[src/rtl/core/sas_pkg.sv]
// Shared types and constants for the sprite animation sequencer.
// Depends on nothing; every module of the block imports it.
package sas_pkg;

  localparam int unsigned QDEPTH = 2;
  localparam int unsigned APB_AW = 5;

  typedef enum logic [1:0] {
    OP_LOAD   = 2'd0,
    OP_TICK   = 2'd1,
    OP_CHANGE = 2'd2,
    OP_DRAW   = 2'd3
  } op_e;

  typedef enum logic [2:0] {
    REG_SKIN_INDEX   = 3'd0,
    REG_SKIN_STEP_X  = 3'd1,
    REG_SKIN_STEP_Y  = 3'd2,
    REG_FRAME_WIDTH  = 3'd3,
    REG_FRAME_HEIGHT = 3'd4,
    REG_SCALE        = 3'd5,
    REG_MIRROR       = 3'd6
  } cfg_reg_e;

  typedef enum logic [2:0] {
    BK_IDLE,
    BK_WRITE,
    BK_READ1,
    BK_UPDATE,
    BK_MOD,
    BK_READ2,
    BK_MUL,
    BK_SUM
  } bk_state_e;

  typedef struct packed {
    logic [3:0]  skin_index;
    logic [12:0] skin_step_x;
    logic [12:0] skin_step_y;
    logic [11:0] frame_width;
    logic [11:0] frame_height;
    logic [3:0]  scale;
    logic        mirror;
  } cfg_t;

  typedef struct packed {
    logic [15:0] fx;
    logic [15:0] fy;
    logic [11:0] sdx;
    logic [11:0] sdy;
    logic [7:0]  count;
    logic [15:0] ticks;
    logic [2:0]  flags;
    logic [3:0]  next;
    logic [11:0] cw;
    logic [11:0] ch;
  } desc_t;

  typedef struct packed {
    op_e         op;
    logic [3:0]  sel;
    logic        slot_ok;
    logic [15:0] coord_x;
    logic [15:0] coord_y;
    logic [11:0] step_dx;
    logic [11:0] step_dy;
    logic [7:0]  frame_count;
    logic [15:0] frame_ticks;
    logic [2:0]  mode_flags;
    logic [3:0]  follow_anim;
    logic [11:0] custom_w;
    logic [11:0] custom_h;
  } item_t;

endpackage

[src/rtl/core/sas_front.sv]
// Front stage: takes input items, classifies them and hands them to the queue.
// Depends on sas_pkg.
module sas_front #(
  parameter int unsigned ANIM_SLOTS = 16
) (
  input  logic                 clk_i,
  input  logic                 rst_ni,
  input  logic                 in_valid_i,
  output logic                 in_stall_o,
  input  logic [1:0]           op_i,
  input  logic [3:0]           anim_sel_i,
  input  logic [15:0]          coord_x_i,
  input  logic [15:0]          coord_y_i,
  input  logic [11:0]          step_dx_i,
  input  logic [11:0]          step_dy_i,
  input  logic [7:0]           frame_count_i,
  input  logic [15:0]          frame_ticks_i,
  input  logic [2:0]           mode_flags_i,
  input  logic [3:0]           follow_anim_i,
  input  logic [11:0]          custom_w_i,
  input  logic [11:0]          custom_h_i,
  output sas_pkg::item_t       item_o,
  output logic                 item_valid_o,
  input  logic                 item_ready_i
);
  import sas_pkg::*;

  item_t      item_q, item_d;
  logic       valid_q, valid_d;
  logic       accept;
  logic [8:0] sel_wide;

  assign in_stall_o   = valid_q && !item_ready_i;
  assign accept       = in_valid_i && !in_stall_o;
  assign item_o       = item_q;
  assign item_valid_o = valid_q;
  assign sel_wide     = {5'b0, anim_sel_i};

  always_comb begin
    item_d             = item_q;
    valid_d            = valid_q && !item_ready_i;
    if (accept) begin
      valid_d            = 1'b1;
      item_d.op          = op_e'(op_i);
      item_d.sel         = anim_sel_i;
      // A load to a slot past the table is dropped later.
      item_d.slot_ok     = sel_wide < 9'(ANIM_SLOTS);
      item_d.coord_x     = coord_x_i;
      item_d.coord_y     = coord_y_i;
      item_d.step_dx     = step_dx_i;
      item_d.step_dy     = step_dy_i;
      item_d.frame_count = frame_count_i;
      item_d.frame_ticks = frame_ticks_i;
      item_d.mode_flags  = mode_flags_i;
      item_d.follow_anim = follow_anim_i;
      item_d.custom_w    = custom_w_i;
      item_d.custom_h    = custom_h_i;
    end
  end

  always_ff @(posedge clk_i or negedge rst_ni) begin
    if (!rst_ni) begin
      valid_q <= 1'b0;
    end else begin
      valid_q <= valid_d;
    end
  end

  always_ff @(posedge clk_i) begin
    item_q <= item_d;
  end

endmodule

[src/rtl/core/sas_queue.sv]
// Two-entry item queue between the front and back stages.
// Depends on sas_pkg.
module sas_queue (
  input  logic           clk_i,
  input  logic           rst_ni,
  input  sas_pkg::item_t push_item_i,
  input  logic           push_i,
  output logic           ready_o,
  output sas_pkg::item_t pop_item_o,
  output logic           not_empty_o,
  input  logic           pop_i
);
  import sas_pkg::*;

  item_t      entry_q [QDEPTH];
  logic       wr_ptr_q, wr_ptr_d;
  logic       rd_ptr_q, rd_ptr_d;
  logic [1:0] count_q, count_d;
  logic       do_push, do_pop;

  assign ready_o     = count_q != 2'(QDEPTH);
  assign not_empty_o = count_q != 2'd0;
  assign pop_item_o  = entry_q[rd_ptr_q];
  assign do_push     = push_i && ready_o;
  assign do_pop      = pop_i && not_empty_o;

  always_comb begin
    wr_ptr_d = wr_ptr_q ^ do_push;
    rd_ptr_d = rd_ptr_q ^ do_pop;
    count_d  = count_q;
    if (do_push && !do_pop) begin
      count_d = count_q + 2'd1;
    end else if (do_pop && !do_push) begin
      count_d = count_q - 2'd1;
    end
  end

  always_ff @(posedge clk_i or negedge rst_ni) begin
    if (!rst_ni) begin
      wr_ptr_q <= 1'b0;
      rd_ptr_q <= 1'b0;
      count_q  <= 2'd0;
    end else begin
      wr_ptr_q <= wr_ptr_d;
      rd_ptr_q <= rd_ptr_d;
      count_q  <= count_d;
    end
  end

  always_ff @(posedge clk_i) begin
    if (do_push) begin
      entry_q[wr_ptr_q] <= push_item_i;
    end
  end

endmodule

[src/rtl/core/sas_back.sv]
// Back stage: descriptor memory, animation state, frame arithmetic and result register.
// Depends on sas_pkg.
module sas_back #(
  parameter int unsigned ANIM_SLOTS = 16,
  parameter int unsigned TIMER_BITS = 16
) (
  input  logic           clk_i,
  input  logic           rst_ni,
  input  sas_pkg::cfg_t  cfg_i,
  input  sas_pkg::item_t q_item_i,
  input  logic           q_not_empty_i,
  output logic           q_pop_o,
  output logic           out_valid_o,
  input  logic           out_stall_i,
  output logic [15:0]    src_x_o,
  output logic [15:0]    src_y_o,
  output logic [11:0]    src_w_o,
  output logic [11:0]    src_h_o,
  output logic [15:0]    dst_x_o,
  output logic [15:0]    dst_y_o,
  output logic [15:0]    dst_w_o,
  output logic [15:0]    dst_h_o,
  output logic           mirror_out_o,
  output logic [3:0]     anim_now_o,
  output logic [7:0]     frame_now_o,
  output logic           frame_error_o
);
  import sas_pkg::*;

  localparam int unsigned SLOT_AW = $clog2(ANIM_SLOTS);
  localparam int unsigned CMP_W   = (TIMER_BITS > 16) ? TIMER_BITS : 16;

  bk_state_e state_q, state_d;

  // Control strobes from the sequencer.
  logic mem_we, rd_en, upd_en, mod_en, mul_en, sum_en, out_free;

  desc_t              mem_q [ANIM_SLOTS];
  desc_t              rdata_q;
  logic               rd_ok_q;
  desc_t              desc_cur;
  logic [8:0]         wr_wide, rd_wide;

  item_t              cur_q;
  logic [3:0]         anim_q, anim_d;
  logic [7:0]         frame_q, frame_d;
  logic               rev_q, rev_d;
  logic [TIMER_BITS-1:0] el_q, el_d, el_inc;
  logic               err_q, err_d;
  logic               mod_start;

  logic [8:0]         mod_rem_q, mod_dvd_q, mod_t, mod_rem_next;
  logic [7:0]         mod_div_q;
  logic [3:0]         mod_cnt_q;
  logic               mod_done;

  logic signed [20:0] prod_x_q, prod_y_q;
  logic signed [17:0] skin_x_q, skin_y_q;
  logic [15:0]        fx_q, fy_q;
  logic [11:0]        w_q, h_q, w_sel, h_sel;
  logic [15:0]        dw_q, dh_q;
  logic signed [22:0] sx, sy;

  logic               out_valid_q;
  logic [15:0]        src_x_q, src_y_q, dst_x_q, dst_y_q, dst_w_q, dst_h_q;
  logic [11:0]        src_w_q, src_h_q;
  logic               mirror_q, ferr_q;
  logic [3:0]         anim_o_q;
  logic [7:0]         frame_o_q;

  assign out_free = !out_valid_q || !out_stall_i;
  assign mod_done = mod_cnt_q == 4'd0;

  // Sequencer: next state.
  always_comb begin
    state_d = state_q;
    case (state_q)
      BK_IDLE:   if (q_not_empty_i) state_d = BK_WRITE;
      BK_WRITE:  state_d = BK_READ1;
      BK_READ1:  state_d = BK_UPDATE;
      BK_UPDATE: state_d = mod_start ? BK_MOD : BK_READ2;
      BK_MOD:    if (mod_done) state_d = BK_READ2;
      BK_READ2:  state_d = BK_MUL;
      BK_MUL:    state_d = BK_SUM;
      BK_SUM:    if (out_free) state_d = BK_IDLE;
      default:   state_d = BK_IDLE;
    endcase
  end

  // Sequencer: strobes.
  always_comb begin
    q_pop_o = 1'b0;
    mem_we  = 1'b0;
    rd_en   = 1'b0;
    upd_en  = 1'b0;
    mod_en  = 1'b0;
    mul_en  = 1'b0;
    sum_en  = 1'b0;
    case (state_q)
      BK_IDLE:   q_pop_o = q_not_empty_i;
      BK_WRITE:  mem_we  = (cur_q.op == OP_LOAD) && cur_q.slot_ok;
      BK_READ1:  rd_en   = 1'b1;
      BK_UPDATE: upd_en  = 1'b1;
      BK_MOD:    mod_en  = 1'b1;
      BK_READ2:  rd_en   = 1'b1;
      BK_MUL:    mul_en  = 1'b1;
      BK_SUM:    sum_en  = out_free;
      default:   q_pop_o = 1'b0;
    endcase
  end

  always_ff @(posedge clk_i or negedge rst_ni) begin
    if (!rst_ni) begin
      state_q <= BK_IDLE;
    end else begin
      state_q <= state_d;
    end
  end

  // Descriptor memory, one write and one registered read port.
  assign wr_wide = {5'b0, cur_q.sel};
  assign rd_wide = {5'b0, anim_q};

  always_ff @(posedge clk_i) begin
    if (mem_we) begin
      mem_q[wr_wide[SLOT_AW-1:0]] <= '{fx: cur_q.coord_x, fy: cur_q.coord_y,
                                       sdx: cur_q.step_dx, sdy: cur_q.step_dy,
                                       count: cur_q.frame_count,
                                       ticks: cur_q.frame_ticks,
                                       flags: cur_q.mode_flags,
                                       next: cur_q.follow_anim,
                                       cw: cur_q.custom_w, ch: cur_q.custom_h};
    end
    if (rd_en) begin
      rdata_q <= mem_q[rd_wide[SLOT_AW-1:0]];
      rd_ok_q <= rd_wide < 9'(ANIM_SLOTS);
    end
  end

  // An animation beyond the table behaves as an all-zero descriptor.
  assign desc_cur = rd_ok_q ? rdata_q : '0;

  // State update for tick and change items.
  always_comb begin
    anim_d    = anim_q;
    frame_d   = frame_q;
    rev_d     = rev_q;
    el_d      = el_q;
    err_d     = 1'b0;
    mod_start = 1'b0;
    el_inc    = (el_q == {TIMER_BITS{1'b1}}) ? el_q : el_q + 1'b1;
    if (cur_q.op == OP_TICK) begin
      el_d = el_inc;
      if (CMP_W'(el_inc) > CMP_W'(desc_cur.ticks)) begin
        el_d = '0;
        if (desc_cur.flags[0] && ({1'b0, frame_q} + 9'd1 >= {1'b0, desc_cur.count})) begin
          anim_d  = desc_cur.next;
          frame_d = 8'd0;
        end else if (desc_cur.count == 8'd0) begin
          frame_d = 8'd0;
          err_d   = 1'b1;
        end else if (desc_cur.flags[1]) begin
          if (desc_cur.count == 8'd1) begin
            frame_d = 8'd0;
            rev_d   = 1'b0;
          end else begin
            if ((!rev_q && ({1'b0, frame_q} + 9'd1 >= {1'b0, desc_cur.count})) ||
                (rev_q && frame_q == 8'd0)) begin
              rev_d = !rev_q;
            end
            frame_d = rev_d ? frame_q - 8'd1 : frame_q + 8'd1;
          end
        end else if ({1'b0, frame_q} + 9'd1 < {1'b0, desc_cur.count}) begin
          frame_d = frame_q + 8'd1;
        end else begin
          // Wrap past the end: remainder unit takes over the frame.
          mod_start = 1'b1;
        end
      end
    end else if (cur_q.op == OP_CHANGE) begin
      if (!desc_cur.flags[0] && anim_q != cur_q.sel) begin
        anim_d  = cur_q.sel;
        frame_d = 8'd0;
        el_d    = '0;
      end
    end
  end

  // Restoring remainder, one dividend bit per cycle.
  assign mod_t        = {mod_rem_q[7:0], mod_dvd_q[8]};
  assign mod_rem_next = (mod_t >= {1'b0, mod_div_q}) ? mod_t - {1'b0, mod_div_q} : mod_t;

  always_ff @(posedge clk_i or negedge rst_ni) begin
    if (!rst_ni) begin
      anim_q  <= 4'd0;
      frame_q <= 8'd0;
      rev_q   <= 1'b0;
      el_q    <= '0;
      err_q   <= 1'b0;
    end else begin
      if (q_pop_o) begin
        err_q <= 1'b0;
      end
      if (upd_en) begin
        anim_q  <= anim_d;
        frame_q <= frame_d;
        rev_q   <= rev_d;
        el_q    <= el_d;
        err_q   <= err_d;
      end
      if (mod_en && mod_done) begin
        frame_q <= mod_rem_next[7:0];
      end
    end
  end

  always_ff @(posedge clk_i) begin
    if (q_pop_o) begin
      cur_q <= q_item_i;
    end
    if (upd_en && mod_start) begin
      mod_rem_q <= 9'd0;
      mod_dvd_q <= {1'b0, frame_q} + 9'd1;
      mod_div_q <= desc_cur.count;
      mod_cnt_q <= 4'd8;
    end else if (mod_en) begin
      mod_rem_q <= mod_rem_next;
      mod_dvd_q <= {mod_dvd_q[7:0], 1'b0};
      mod_cnt_q <= mod_cnt_q - 4'd1;
    end
  end

  // Products for the source position and destination size.
  assign w_sel = desc_cur.flags[2] ? desc_cur.cw : cfg_i.frame_width;
  assign h_sel = desc_cur.flags[2] ? desc_cur.ch : cfg_i.frame_height;

  always_ff @(posedge clk_i) begin
    if (mul_en) begin
      prod_x_q <= 21'($signed(desc_cur.sdx)) * 21'($signed({1'b0, frame_q}));
      prod_y_q <= 21'($signed(desc_cur.sdy)) * 21'($signed({1'b0, frame_q}));
      skin_x_q <= 18'($signed({1'b0, cfg_i.skin_index})) * 18'($signed(cfg_i.skin_step_x));
      skin_y_q <= 18'($signed({1'b0, cfg_i.skin_index})) * 18'($signed(cfg_i.skin_step_y));
      fx_q     <= desc_cur.fx;
      fy_q     <= desc_cur.fy;
      w_q      <= w_sel;
      h_q      <= h_sel;
      dw_q     <= 16'(w_sel) * 16'(cfg_i.scale);
      dh_q     <= 16'(h_sel) * 16'(cfg_i.scale);
    end
  end

  assign sx = 23'($signed(fx_q)) + 23'(prod_x_q) + 23'(skin_x_q);
  assign sy = 23'($signed(fy_q)) + 23'(prod_y_q) + 23'(skin_y_q);

  // Result register.
  always_ff @(posedge clk_i or negedge rst_ni) begin
    if (!rst_ni) begin
      out_valid_q <= 1'b0;
    end else if (sum_en) begin
      out_valid_q <= 1'b1;
    end else if (!out_stall_i) begin
      out_valid_q <= 1'b0;
    end
  end

  always_ff @(posedge clk_i) begin
    if (sum_en) begin
      src_x_q   <= (sx < 0) ? 16'd0 : ((sx > 23'sd65535) ? 16'hFFFF : sx[15:0]);
      src_y_q   <= (sy < 0) ? 16'd0 : ((sy > 23'sd65535) ? 16'hFFFF : sy[15:0]);
      src_w_q   <= w_q;
      src_h_q   <= h_q;
      dst_x_q   <= (cur_q.op == OP_DRAW) ? cur_q.coord_x : 16'd0;
      dst_y_q   <= (cur_q.op == OP_DRAW) ? cur_q.coord_y : 16'd0;
      dst_w_q   <= dw_q;
      dst_h_q   <= dh_q;
      mirror_q  <= cfg_i.mirror;
      anim_o_q  <= anim_q;
      frame_o_q <= frame_q;
      ferr_q    <= err_q;
    end
  end

  assign out_valid_o   = out_valid_q;
  assign src_x_o       = src_x_q;
  assign src_y_o       = src_y_q;
  assign src_w_o       = src_w_q;
  assign src_h_o       = src_h_q;
  assign dst_x_o       = dst_x_q;
  assign dst_y_o       = dst_y_q;
  assign dst_w_o       = dst_w_q;
  assign dst_h_o       = dst_h_q;
  assign mirror_out_o  = mirror_q;
  assign anim_now_o    = anim_o_q;
  assign frame_now_o   = frame_o_q;
  assign frame_error_o = ferr_q;

  // A new result appears only out of the final arithmetic step.
  a_result_from_sum: assert property (@(posedge clk_i) disable iff (!rst_ni)
    $rose(out_valid_q) |-> $past(state_q == BK_SUM))
    else $error("result raised outside the final step");

  // The error flag only ever comes from a tick item.
  a_err_only_tick: assert property (@(posedge clk_i) disable iff (!rst_ni)
    err_q |-> cur_q.op == OP_TICK)
    else $error("frame error on a non-tick item");

  // The partial remainder stays below the divisor while the unit runs.
  a_mod_rem_bound: assert property (@(posedge clk_i) disable iff (!rst_ni)
    state_q == BK_MOD |-> mod_rem_q < {1'b0, mod_div_q})
    else $error("remainder out of range");

  // Items are taken from the queue only when the sequencer is free.
  a_pop_when_idle: assert property (@(posedge clk_i) disable iff (!rst_ni)
    q_pop_o |=> state_q == BK_WRITE)
    else $error("queue popped without starting an item");

endmodule

[src/rtl/core/sprite_animation_sequencer.sv]
// Top level of the sprite animation sequencer: configuration registers and stage wiring.
// Depends on sas_pkg, sas_front, sas_queue and sas_back.
//
//  Channel  | Handshake                    | Payload
//  ---------+------------------------------+----------------------------------------
//  input    | in_valid_i / in_stall_o      | op_i, anim_sel_i, coord, step, descriptor
//  result   | out_valid_o / out_stall_i    | src rect, dst pos/size, mirror, anim, frame
//  config   | psel/penable/pwrite/pready   | paddr (byte 4*index), pwdata, prdata
//
// Each item passes through the back stage: the cycle that pops it from the
// queue, a memory write slot, two descriptor reads (before and after the state
// update), the update, a multiply stage and the final add and saturate, which waits
// while a finished result is held by out_stall_i. A tick that wraps a frame past the
// end of its animation also passes through the bit-serial remainder unit.
// The front stage and the two-entry queue keep taking items, until both are full,
// while the back stage works or while a finished result waits on out_stall_i.
// Reset clears the animation state and queue and loads the configuration defaults;
// the descriptor table is not cleared and a slot must be loaded before it is used.
module sprite_animation_sequencer #(
  parameter int unsigned ANIM_SLOTS = 16,
  parameter int unsigned TIMER_BITS = 16
) (
  input  logic                       clk_i,
  input  logic                       rst_ni,
  input  logic                       psel,
  input  logic                       penable,
  input  logic                       pwrite,
  input  logic [sas_pkg::APB_AW-1:0] paddr,
  input  logic [31:0]                pwdata,
  output logic [31:0]                prdata,
  output logic                       pready,
  input  logic                       in_valid_i,
  output logic                       in_stall_o,
  input  logic [1:0]                 op_i,
  input  logic [3:0]                 anim_sel_i,
  input  logic [15:0]                coord_x_i,
  input  logic [15:0]                coord_y_i,
  input  logic [11:0]                step_dx_i,
  input  logic [11:0]                step_dy_i,
  input  logic [7:0]                 frame_count_i,
  input  logic [15:0]                frame_ticks_i,
  input  logic [2:0]                 mode_flags_i,
  input  logic [3:0]                 follow_anim_i,
  input  logic [11:0]                custom_w_i,
  input  logic [11:0]                custom_h_i,
  output logic                       out_valid_o,
  input  logic                       out_stall_i,
  output logic [15:0]                src_x_o,
  output logic [15:0]                src_y_o,
  output logic [11:0]                src_w_o,
  output logic [11:0]                src_h_o,
  output logic [15:0]                dst_x_o,
  output logic [15:0]                dst_y_o,
  output logic [15:0]                dst_w_o,
  output logic [15:0]                dst_h_o,
  output logic                       mirror_out_o,
  output logic [3:0]                 anim_now_o,
  output logic [7:0]                 frame_now_o,
  output logic                       frame_error_o
);
  import sas_pkg::*;

  cfg_t     cfg_q, cfg_d;
  cfg_reg_e reg_sel;
  logic     cfg_we;

  item_t    front_item, q_item;
  logic     front_valid, q_ready, q_not_empty, q_pop;

  // The bus never waits; a write lands in the access phase.
  assign pready  = 1'b1;
  assign cfg_we  = psel && penable && pwrite && pready;
  assign reg_sel = cfg_reg_e'(paddr[4:2]);

  always_comb begin
    cfg_d = cfg_q;
    if (cfg_we) begin
      case (reg_sel)
        REG_SKIN_INDEX:   cfg_d.skin_index   = pwdata[3:0];
        REG_SKIN_STEP_X:  cfg_d.skin_step_x  = pwdata[12:0];
        REG_SKIN_STEP_Y:  cfg_d.skin_step_y  = pwdata[12:0];
        REG_FRAME_WIDTH:  cfg_d.frame_width  = pwdata[11:0];
        REG_FRAME_HEIGHT: cfg_d.frame_height = pwdata[11:0];
        REG_SCALE:        cfg_d.scale        = pwdata[3:0];
        REG_MIRROR:       cfg_d.mirror       = pwdata[0];
        default:          cfg_d = cfg_q;
      endcase
    end
  end

  // Read data returns the stored bits, zero-extended.
  always_comb begin
    case (reg_sel)
      REG_SKIN_INDEX:   prdata = {28'd0, cfg_q.skin_index};
      REG_SKIN_STEP_X:  prdata = {19'd0, cfg_q.skin_step_x};
      REG_SKIN_STEP_Y:  prdata = {19'd0, cfg_q.skin_step_y};
      REG_FRAME_WIDTH:  prdata = {20'd0, cfg_q.frame_width};
      REG_FRAME_HEIGHT: prdata = {20'd0, cfg_q.frame_height};
      REG_SCALE:        prdata = {28'd0, cfg_q.scale};
      REG_MIRROR:       prdata = {31'd0, cfg_q.mirror};
      default:          prdata = 32'd0;
    endcase
  end

  always_ff @(posedge clk_i or negedge rst_ni) begin
    if (!rst_ni) begin
      cfg_q <= '{skin_index: 4'd0, skin_step_x: 13'd0, skin_step_y: 13'd0,
                 frame_width: 12'd16, frame_height: 12'd16, scale: 4'd1,
                 mirror: 1'b0};
    end else begin
      cfg_q <= cfg_d;
    end
  end

  sas_front #(
    .ANIM_SLOTS(ANIM_SLOTS)
  ) u_front (
    .clk_i        (clk_i),
    .rst_ni       (rst_ni),
    .in_valid_i   (in_valid_i),
    .in_stall_o   (in_stall_o),
    .op_i         (op_i),
    .anim_sel_i   (anim_sel_i),
    .coord_x_i    (coord_x_i),
    .coord_y_i    (coord_y_i),
    .step_dx_i    (step_dx_i),
    .step_dy_i    (step_dy_i),
    .frame_count_i(frame_count_i),
    .frame_ticks_i(frame_ticks_i),
    .mode_flags_i (mode_flags_i),
    .follow_anim_i(follow_anim_i),
    .custom_w_i   (custom_w_i),
    .custom_h_i   (custom_h_i),
    .item_o       (front_item),
    .item_valid_o (front_valid),
    .item_ready_i (q_ready)
  );

  sas_queue u_queue (
    .clk_i      (clk_i),
    .rst_ni     (rst_ni),
    .push_item_i(front_item),
    .push_i     (front_valid),
    .ready_o    (q_ready),
    .pop_item_o (q_item),
    .not_empty_o(q_not_empty),
    .pop_i      (q_pop)
  );

  sas_back #(
    .ANIM_SLOTS(ANIM_SLOTS),
    .TIMER_BITS(TIMER_BITS)
  ) u_back (
    .clk_i        (clk_i),
    .rst_ni       (rst_ni),
    .cfg_i        (cfg_q),
    .q_item_i     (q_item),
    .q_not_empty_i(q_not_empty),
    .q_pop_o      (q_pop),
    .out_valid_o  (out_valid_o),
    .out_stall_i  (out_stall_i),
    .src_x_o      (src_x_o),
    .src_y_o      (src_y_o),
    .src_w_o      (src_w_o),
    .src_h_o      (src_h_o),
    .dst_x_o      (dst_x_o),
    .dst_y_o      (dst_y_o),
    .dst_w_o      (dst_w_o),
    .dst_h_o      (dst_h_o),
    .mirror_out_o (mirror_out_o),
    .anim_now_o   (anim_now_o),
    .frame_now_o  (frame_now_o),
    .frame_error_o(frame_error_o)
  );

endmodule
[config.mk]
export PLATFORM = sky130hd
export DESIGN_NAME = sprite_animation_sequencer
export DESIGN_NICKNAME = d
export VERILOG_FILES = /design/src/rtl/core/sas_pkg.sv /design/src/rtl/core/sas_front.sv /design/src/rtl/core/sas_queue.sv /design/src/rtl/core/sas_back.sv /design/src/rtl/core/sprite_animation_sequencer.sv
export SDC_FILE = /design/constraint.sdc
export NUM_CORES = 2
export LEC_CHECK = 0
export ABC_AREA = 1
export ABC_CLOCK_PERIOD_IN_PS = 40200
export BUFFER_PORTS_ARGS = -buffer_cell sky130_fd_sc_hd__buf_2
export CORE_MARGIN = 2
export CORE_UTILIZATION = 65
export CTS_CLUSTER_SIZE = 24
export DETAILED_ROUTE_END_ITERATION = 7
export GPL_TIMING_DRIVEN = 0
export PLACE_DENSITY_LB_ADDON = 0.2
export REMOVE_ABC_BUFFERS = 1
export SYNTH_ARGS = -nofsm -noshare
export SYNTH_HDL_FRONTEND = slang
export SYNTH_SLANG_ARGS = --single-unit
export TNS_END_PERCENT = 100
[constraint.sdc]
create_clock -name clk_i -period 40.2 [get_ports clk_i]
set_input_delay 4.02 -clock clk_i [delete_from_list [all_inputs] [get_ports clk_i]]
set_output_delay 4.02 -clock clk_i [all_outputs]
set_load 0.01 [all_outputs]
Yosys cells after proc, flatten, opt, wreduce, memory -nomap -nowiden
Memories as Yosys holds them, arrays and structs flattened. A register that Yosys moved wholly into a read port is not among the register bits.
Index checks and enable logic that the tools add are counted.
- multiply operators: 6
- magnitude comparators: 10
- bitwise gates (word level): 4
- eq/ne operators: 28
- add/subtract/negate cells: 12
- muxes and demuxes: 72
- reduce and logical (&&, ||, !) cells: 53
- operators with widths (operator ; count):
    16-bit two-way mux ; 7
    8-bit two-way mux ; 13
    13-bit one-hot mux with 7 select lines ; 1
    79-bit two-way mux ; 1
    22-bit by 18-bit adder with 23-bit output ; 2
    23-bit by 17-bit greater-than comparator with 1-bit output (second input constant) ; 2
    23-bit by 1-bit < comparator with 1-bit output (second input constant) ; 2
    16-bit by 21-bit adder with 22-bit output ; 2
    12-bit by 9-bit multiplier with 21-bit output ; 2
    5-bit by 13-bit multiplier with 18-bit output ; 2
    1-bit two-way mux ; 35
    12-bit by 4-bit multiplier with 16-bit output ; 2
    12-bit two-way mux ; 2
    3-bit one-hot mux with 8 select lines ; 1
    3-bit equality test (second input constant) ; 7
    4-bit two-way mux ; 5
    9-bit by 8-bit greater-or-equal comparator with 1-bit output ; 2
    9-bit two-way mux ; 2
    16-bit by 1-bit adder with 16-bit output (second input constant) ; 1
    16-bit equality test (second input constant) ; 1
    16-bit greater-than comparator ; 1
    8-bit logical NOT ; 2
    1-bit logical AND ; 15
    2-bit AND reduction ; 7
    34 further kinds ; 68
- register bits after elaboration: 546
- bits of input ports: 161
- bits in writable memories: 2012
- memories: 2
- output and inout bits: 169
- logic and storage cells: 245
- memory list (name ; words ; bits a word ; rd ports ; clocked after memory_dff ; write ports ; RTL line ; text):
    u_back.mem_q ; 16 ; 111 ; 1 ; 1 ; 1 ; sas_back.sv:38 ; desc_t mem_q [ANIM_SLOTS];
    u_queue.entry_q ; 2 ; 118 ; 1 ; 1 ; 1 ; sas_queue.sv:15 ; item_t entry_q [QDEPTH];

Longest topological paths before layout
- depth after elaboration: 20
- depth in mapped cells: 25
- mapped depth without buffers: 25

Hierarchy
Synthesis repeated with hierarchy kept, for this count alone.
- cell total of the unflattened synthesis: 9832
- area total of the unflattened synthesis: 123113.1 um2
- modules (own cells, without submodules) (module ; cells an instance ; sequential area each (um2) ; area an instance (um2) ; times used):
    sas_back ; 8691 ; 70817.9 ; 107484.3 ; 1
    sas_queue ; 644 ; 7186.9 ; 8931.1 ; 1
    sas_front ; 126 ; 3538.4 ; 3582.2 ; 1
    sprite_animation_sequencer ; 371 ; 1480.2 ; 3115.5 ; 1

Worst setup path before layout
No wires, ideal clock.
- path type: register to register
- start: register u_back.state_q[1]
- end: register u_back.dh_q[0] (enable)
- data required time: 39304 ps
- setup slack: 27553 ps
- clock period less this slack: 12647 ps
- setup time: 896 ps
- arrival time: 11750 ps
- cell stages (with the launch flop): 3
- buffers on the path: 0
- cell sequence: dfrtp_1 > inv_1 > nor3_1
- cells in the longest elaborated chain, start to end: 2
- RTL lines (element ; RTL line ; text):
    from (decl) ; sas_back.sv:33 ; bk_state_e state_q, state_d;
    from (signal assigned) ; sas_back.sv:116 ; state_q <= state_d;
    3-bit equality test ; sas_back.sv:99 ; case (state_q)
    1-bit two-way mux ; sas_back.sv:99 ;
    to (signal assigned) ; sas_back.sv:248 ; dh_q <= 16'(h_sel) * 16'(cfg_i.scale);
    to (decl) ; sas_back.sv:61 ; logic [15:0] dw_q, dh_q;
Every way passes these cells.
A chain may end at the register's enable or synchronous reset.

Final worst setup path
- start: input port paddr[4] (netlist bit)
- end: output port prdata[2]
- cells in the longest elaborated chain, start to end: 2
- elaborated cells on any way between the ends: 8
- those cells by class: eq/ne (6); mux (1); reduce/logical (1)
- RTL lines (element ; RTL line ; text):
    from (decl) ; sprite_animation_sequencer.sv:28 ; input logic [sas_pkg::APB_AW-1:0] paddr,
    3-bit equality test (tied with other cells) ; sprite_animation_sequencer.sv:93 ; case (reg_sel)
    13-bit one-hot mux with 7 select lines * ; sprite_animation_sequencer.sv:93 ;
    to (decl) ; sprite_animation_sequencer.sv:30 ; output logic [31:0] prdata,
Every way passes the cells marked *; elsewhere a longest branch is shown, timed or not.

==> metrics <==
R2R depth 15; reg2reg end u_back.prod_y_q[14]$_DFFE_PP_; failing checks max-capacitance violations, max-slew violations; Rel. slew slack -0.0301; total wire length 301000 µm; Hold Crit Class reg2reg; Async S/R FF share, synth 0.0352; hold path endpoint u_back.dst_w_o[4]$_DFFE_PP_; EDFF count, synth 2672; layout cell share with drive strength beyond 1 0.103; critical path peak fanout 14; Nets 10923; top post-synthesis cells by area edfxtp_1, fa_1, nand2_1; Leakage Power 55.9 nW; # port buffers 288; Unique masters post-synth 65; Hold Path Origin u_back.dw_q[4]$_DFFE_PP_; crit-path most repeated cell buf_2; arrival time at the worst endpoint 5.63 ns; syn_area_per_cell 12.8 µm²; routability cong. 0.902; 1st-pass router iterations 8; vias per std cell 5.97; Crit Path Class in2out; ANT nets after route 0; top-area cell type share of the netlist area 0.642; Final Hold Vio Count 0; clock skew 0.0534 ns; Worst Hold Depth 0; FMAX 104 MHz; DR WL/cell 23.3 µm; Die H 443 µm; max_cap viols 1; clock transition at the registers of the reported paths 0.06 ns; Die X 443 µm; flop2flop setup slack 34.59 ns; most frequent cells in the layout edfxtp_1, nand2_1, inv_1; Final Max Slew Viols 30; status complete, but fails checks; Post CTS Setup Buffer Count 0; crit-path max cell delay 0.80 ns; Clock Tree Root clkbuf_16; core box area 191000 µm²; synthesis-stage register bit count 2782; gr usage total 0.307; clk sinks 2782; I/O pin cnt 330; hpwl dp 194000 µm; startpoint types primary input; Resized cells post-CTS 0; worst path cell trace buf_2, nor3_2, a221oi_1, o2111ai_1, buf_2; post-route cell area 141000 µm²; Starting Density 0.656; Post-Syn Area 125000 µm²; clock buffer depth 4; total congestion overflow 0; global routing's busiest layer met2; most common cell after layout, fill and taps aside edfxtp_1; clock tree from TritonCTS built; number of buffers created by CTS 290; Syn Inst Count 9793; Synth warnings 0; sequential area share after synthesis 0.663; maximum vdd ir drop 0.0000560 V; hold buffers post-CTS 0; largest net degree at the start of global routing 131; CTS H-Tree Depth 5; post-place setup slack 30.57 ns; met2 usage 0.511; antenna violations before repair 10; post-route core utilization 0.741; crit end category primary output; Remaining DRCs 0; worst slew pin tran 1.55 ns; setup violators final 0; met3 usage 0.0514; final worst path period need 9.65 ns; total power 11.1 mW; met1 GRT Util 0.408; DRT iter0 DRCs 8548; area grow syn2layout 12.9%; Data required, critical path 36.18 ns; die area 196000 µm²; Post-synth top flop edfxtp_1; DR vias 77087; FF-to-FF Start u_back.frame_q[4]$_DFFE_PN0P_; final worst slack 30.56 ns; CP max-delay cell nor3_2; via count of the first global-routing pass 77478; RSZ-0062 raised after global routing no; area post-placement 132000 µm²; clk_lat worst skew 0.95 ns; Final Cycle Share 0.240; pwr/cell area 78.7 nW/µm²; first-pass GRT wire length 454000 µm; row count 160; post-synth top area cell edfxtp_1
[cell type report]
| class | instances | area (µm²) |
|---|---|---|
| sequential | 2782 | 83000 |
| fill | 11760 | 49400 |
| multi-input combinational | 5107 | 34600 |
| clock buffer | 357 | 7680 |
| timing repair buffer | 556 | 5890 |
| inverter | 1453 | 5480 |
| tap | 2511 | 3140 |
| clock inverter | 142 | 1370 |
| antenna | 3 | 7.51 |
[cells by family (layout without fill, tap and decap cells)]
kind of cell / Yosys count / in the layout / synth area share
and+or+nand+nor: 2110 / 2110 / 0.0704
xor gates and xnor gates: 155 / 155 / 0.0109
DFF: 2782 / 2782 / 0.663
other: 2 / 23 / 0.0000601
AOI/OAI and AO/OA: 1805 / 1805 / 0.0830
muxes: 445 / 445 / 0.0356
adders and majority gates: 572 / 572 / 0.0750
buffers and inverters: 1922 / 2508 / 0.0617
[flip-flops by register name, summed over array words and instances (netlist names), 16 cells and up]
| register | cells |
|---|---|
| u_back.mem_q | 1776 |
| u_queue.entry_q | 234 |
| u_back.cur_q | 117 |
| u_front.item_o | 117 |
| u_back.rdata_q | 111 |
| cfg_q | 59 |
| u_back.prod_x_q | 21 |
| u_back.prod_y_q | 21 |
| u_back.skin_x_q | 18 |
| u_back.skin_y_q | 18 |
| u_back.dh_q | 16 |
| u_back.dst_h_o | 16 |
| u_back.dst_w_o | 16 |
| u_back.dst_x_o | 16 |
| u_back.dst_y_o | 16 |
| u_back.dw_q | 16 |
| u_back.el_q | 16 |
| u_back.fx_q | 16 |
| u_back.fy_q | 16 |
| u_back.src_x_o | 16 |
| u_back.src_y_o | 16 |
[synthesized netlist by cell type, types with 7 or more instances]
master and count:
buf_1 59, mux2i_1 445, o31ai_1 8, clkbuf_2 15
xnor2_1 53, o21ai_2 9, a21o_1 8, nand4_1 44
nand3_2 7, buf_4 50, nand2_2 18, nand3b_1 9
o211ai_1 447, dfxtp_1 12, inv_2 13, buf_2 65
xor2_1 101, inv_1 1439, a21oi_1 603, nor2_2 10
o21ai_1 23, nor2_1 160, nand3_1 273, ha_1 277
fa_1 295, nand2_1 1513, edfxtp_1 2672, a31oi_1 19
dfrtp_1 95, o21ai_0 651, nor3_1 41, buf_6 28
clkbuf_1 252
[power breakdown]
group	total (mW)	switching [mW]	internal, mW
logic	4.29	2.79	1.50
clock network	2.59	1.07	1.52
registers	4.22	0.362	3.86
[worst max-delay path by stage]
stage / start / to / slack (ns) / depth (start not counted)
after global placement: u_back.anim_q[1]$_DFFE_PN0P_ / u_back.rdata_q[64]$_DFFE_PP_ / -8.06 / 4
after floorplan: u_back.anim_q[0]$_DFFE_PN0P_ / u_back.anim_now_o[0]$_DFFE_PP_ / 10.66 / 0
after CTS: paddr[4] / prdata[2] / 30.55 / 5
after global routing: paddr[4] / prdata[2] / 30.40 / 5
final: paddr[4] / prdata[2] / 30.56 / 5
after detailed placement: paddr[4] / prdata[2] / 30.57 / 5
[worst max-delay path, delay by kind of cell]
kind / cells / cell delay, ns
compound gates: 2 / 0.43
buf+inv: 2 / 0.36
simple gates: 1 / 0.80
[stage by stage]
stage / std cells / hold WS (ns) / setup TNS [ns]
final: 12911 / 0.415 / 0
after floorplan: 9342 / 0.400 / 0
after detailed placement: 12407 / 0.405 / 0
after global placement: 12141 / 0.403 / -837.27
after CTS: 12906 / 0.417 / 0
after global routing: 12909 / 0.424 / 0
[routing by layer]
layer  share of wire  wire length, µm
met1            0.38           116000
met2            0.49           149000
met3           0.084            25400
met4           0.037            11100
met5        0.000043               13
Note: power is estimated with default switching activity, not from simulation.
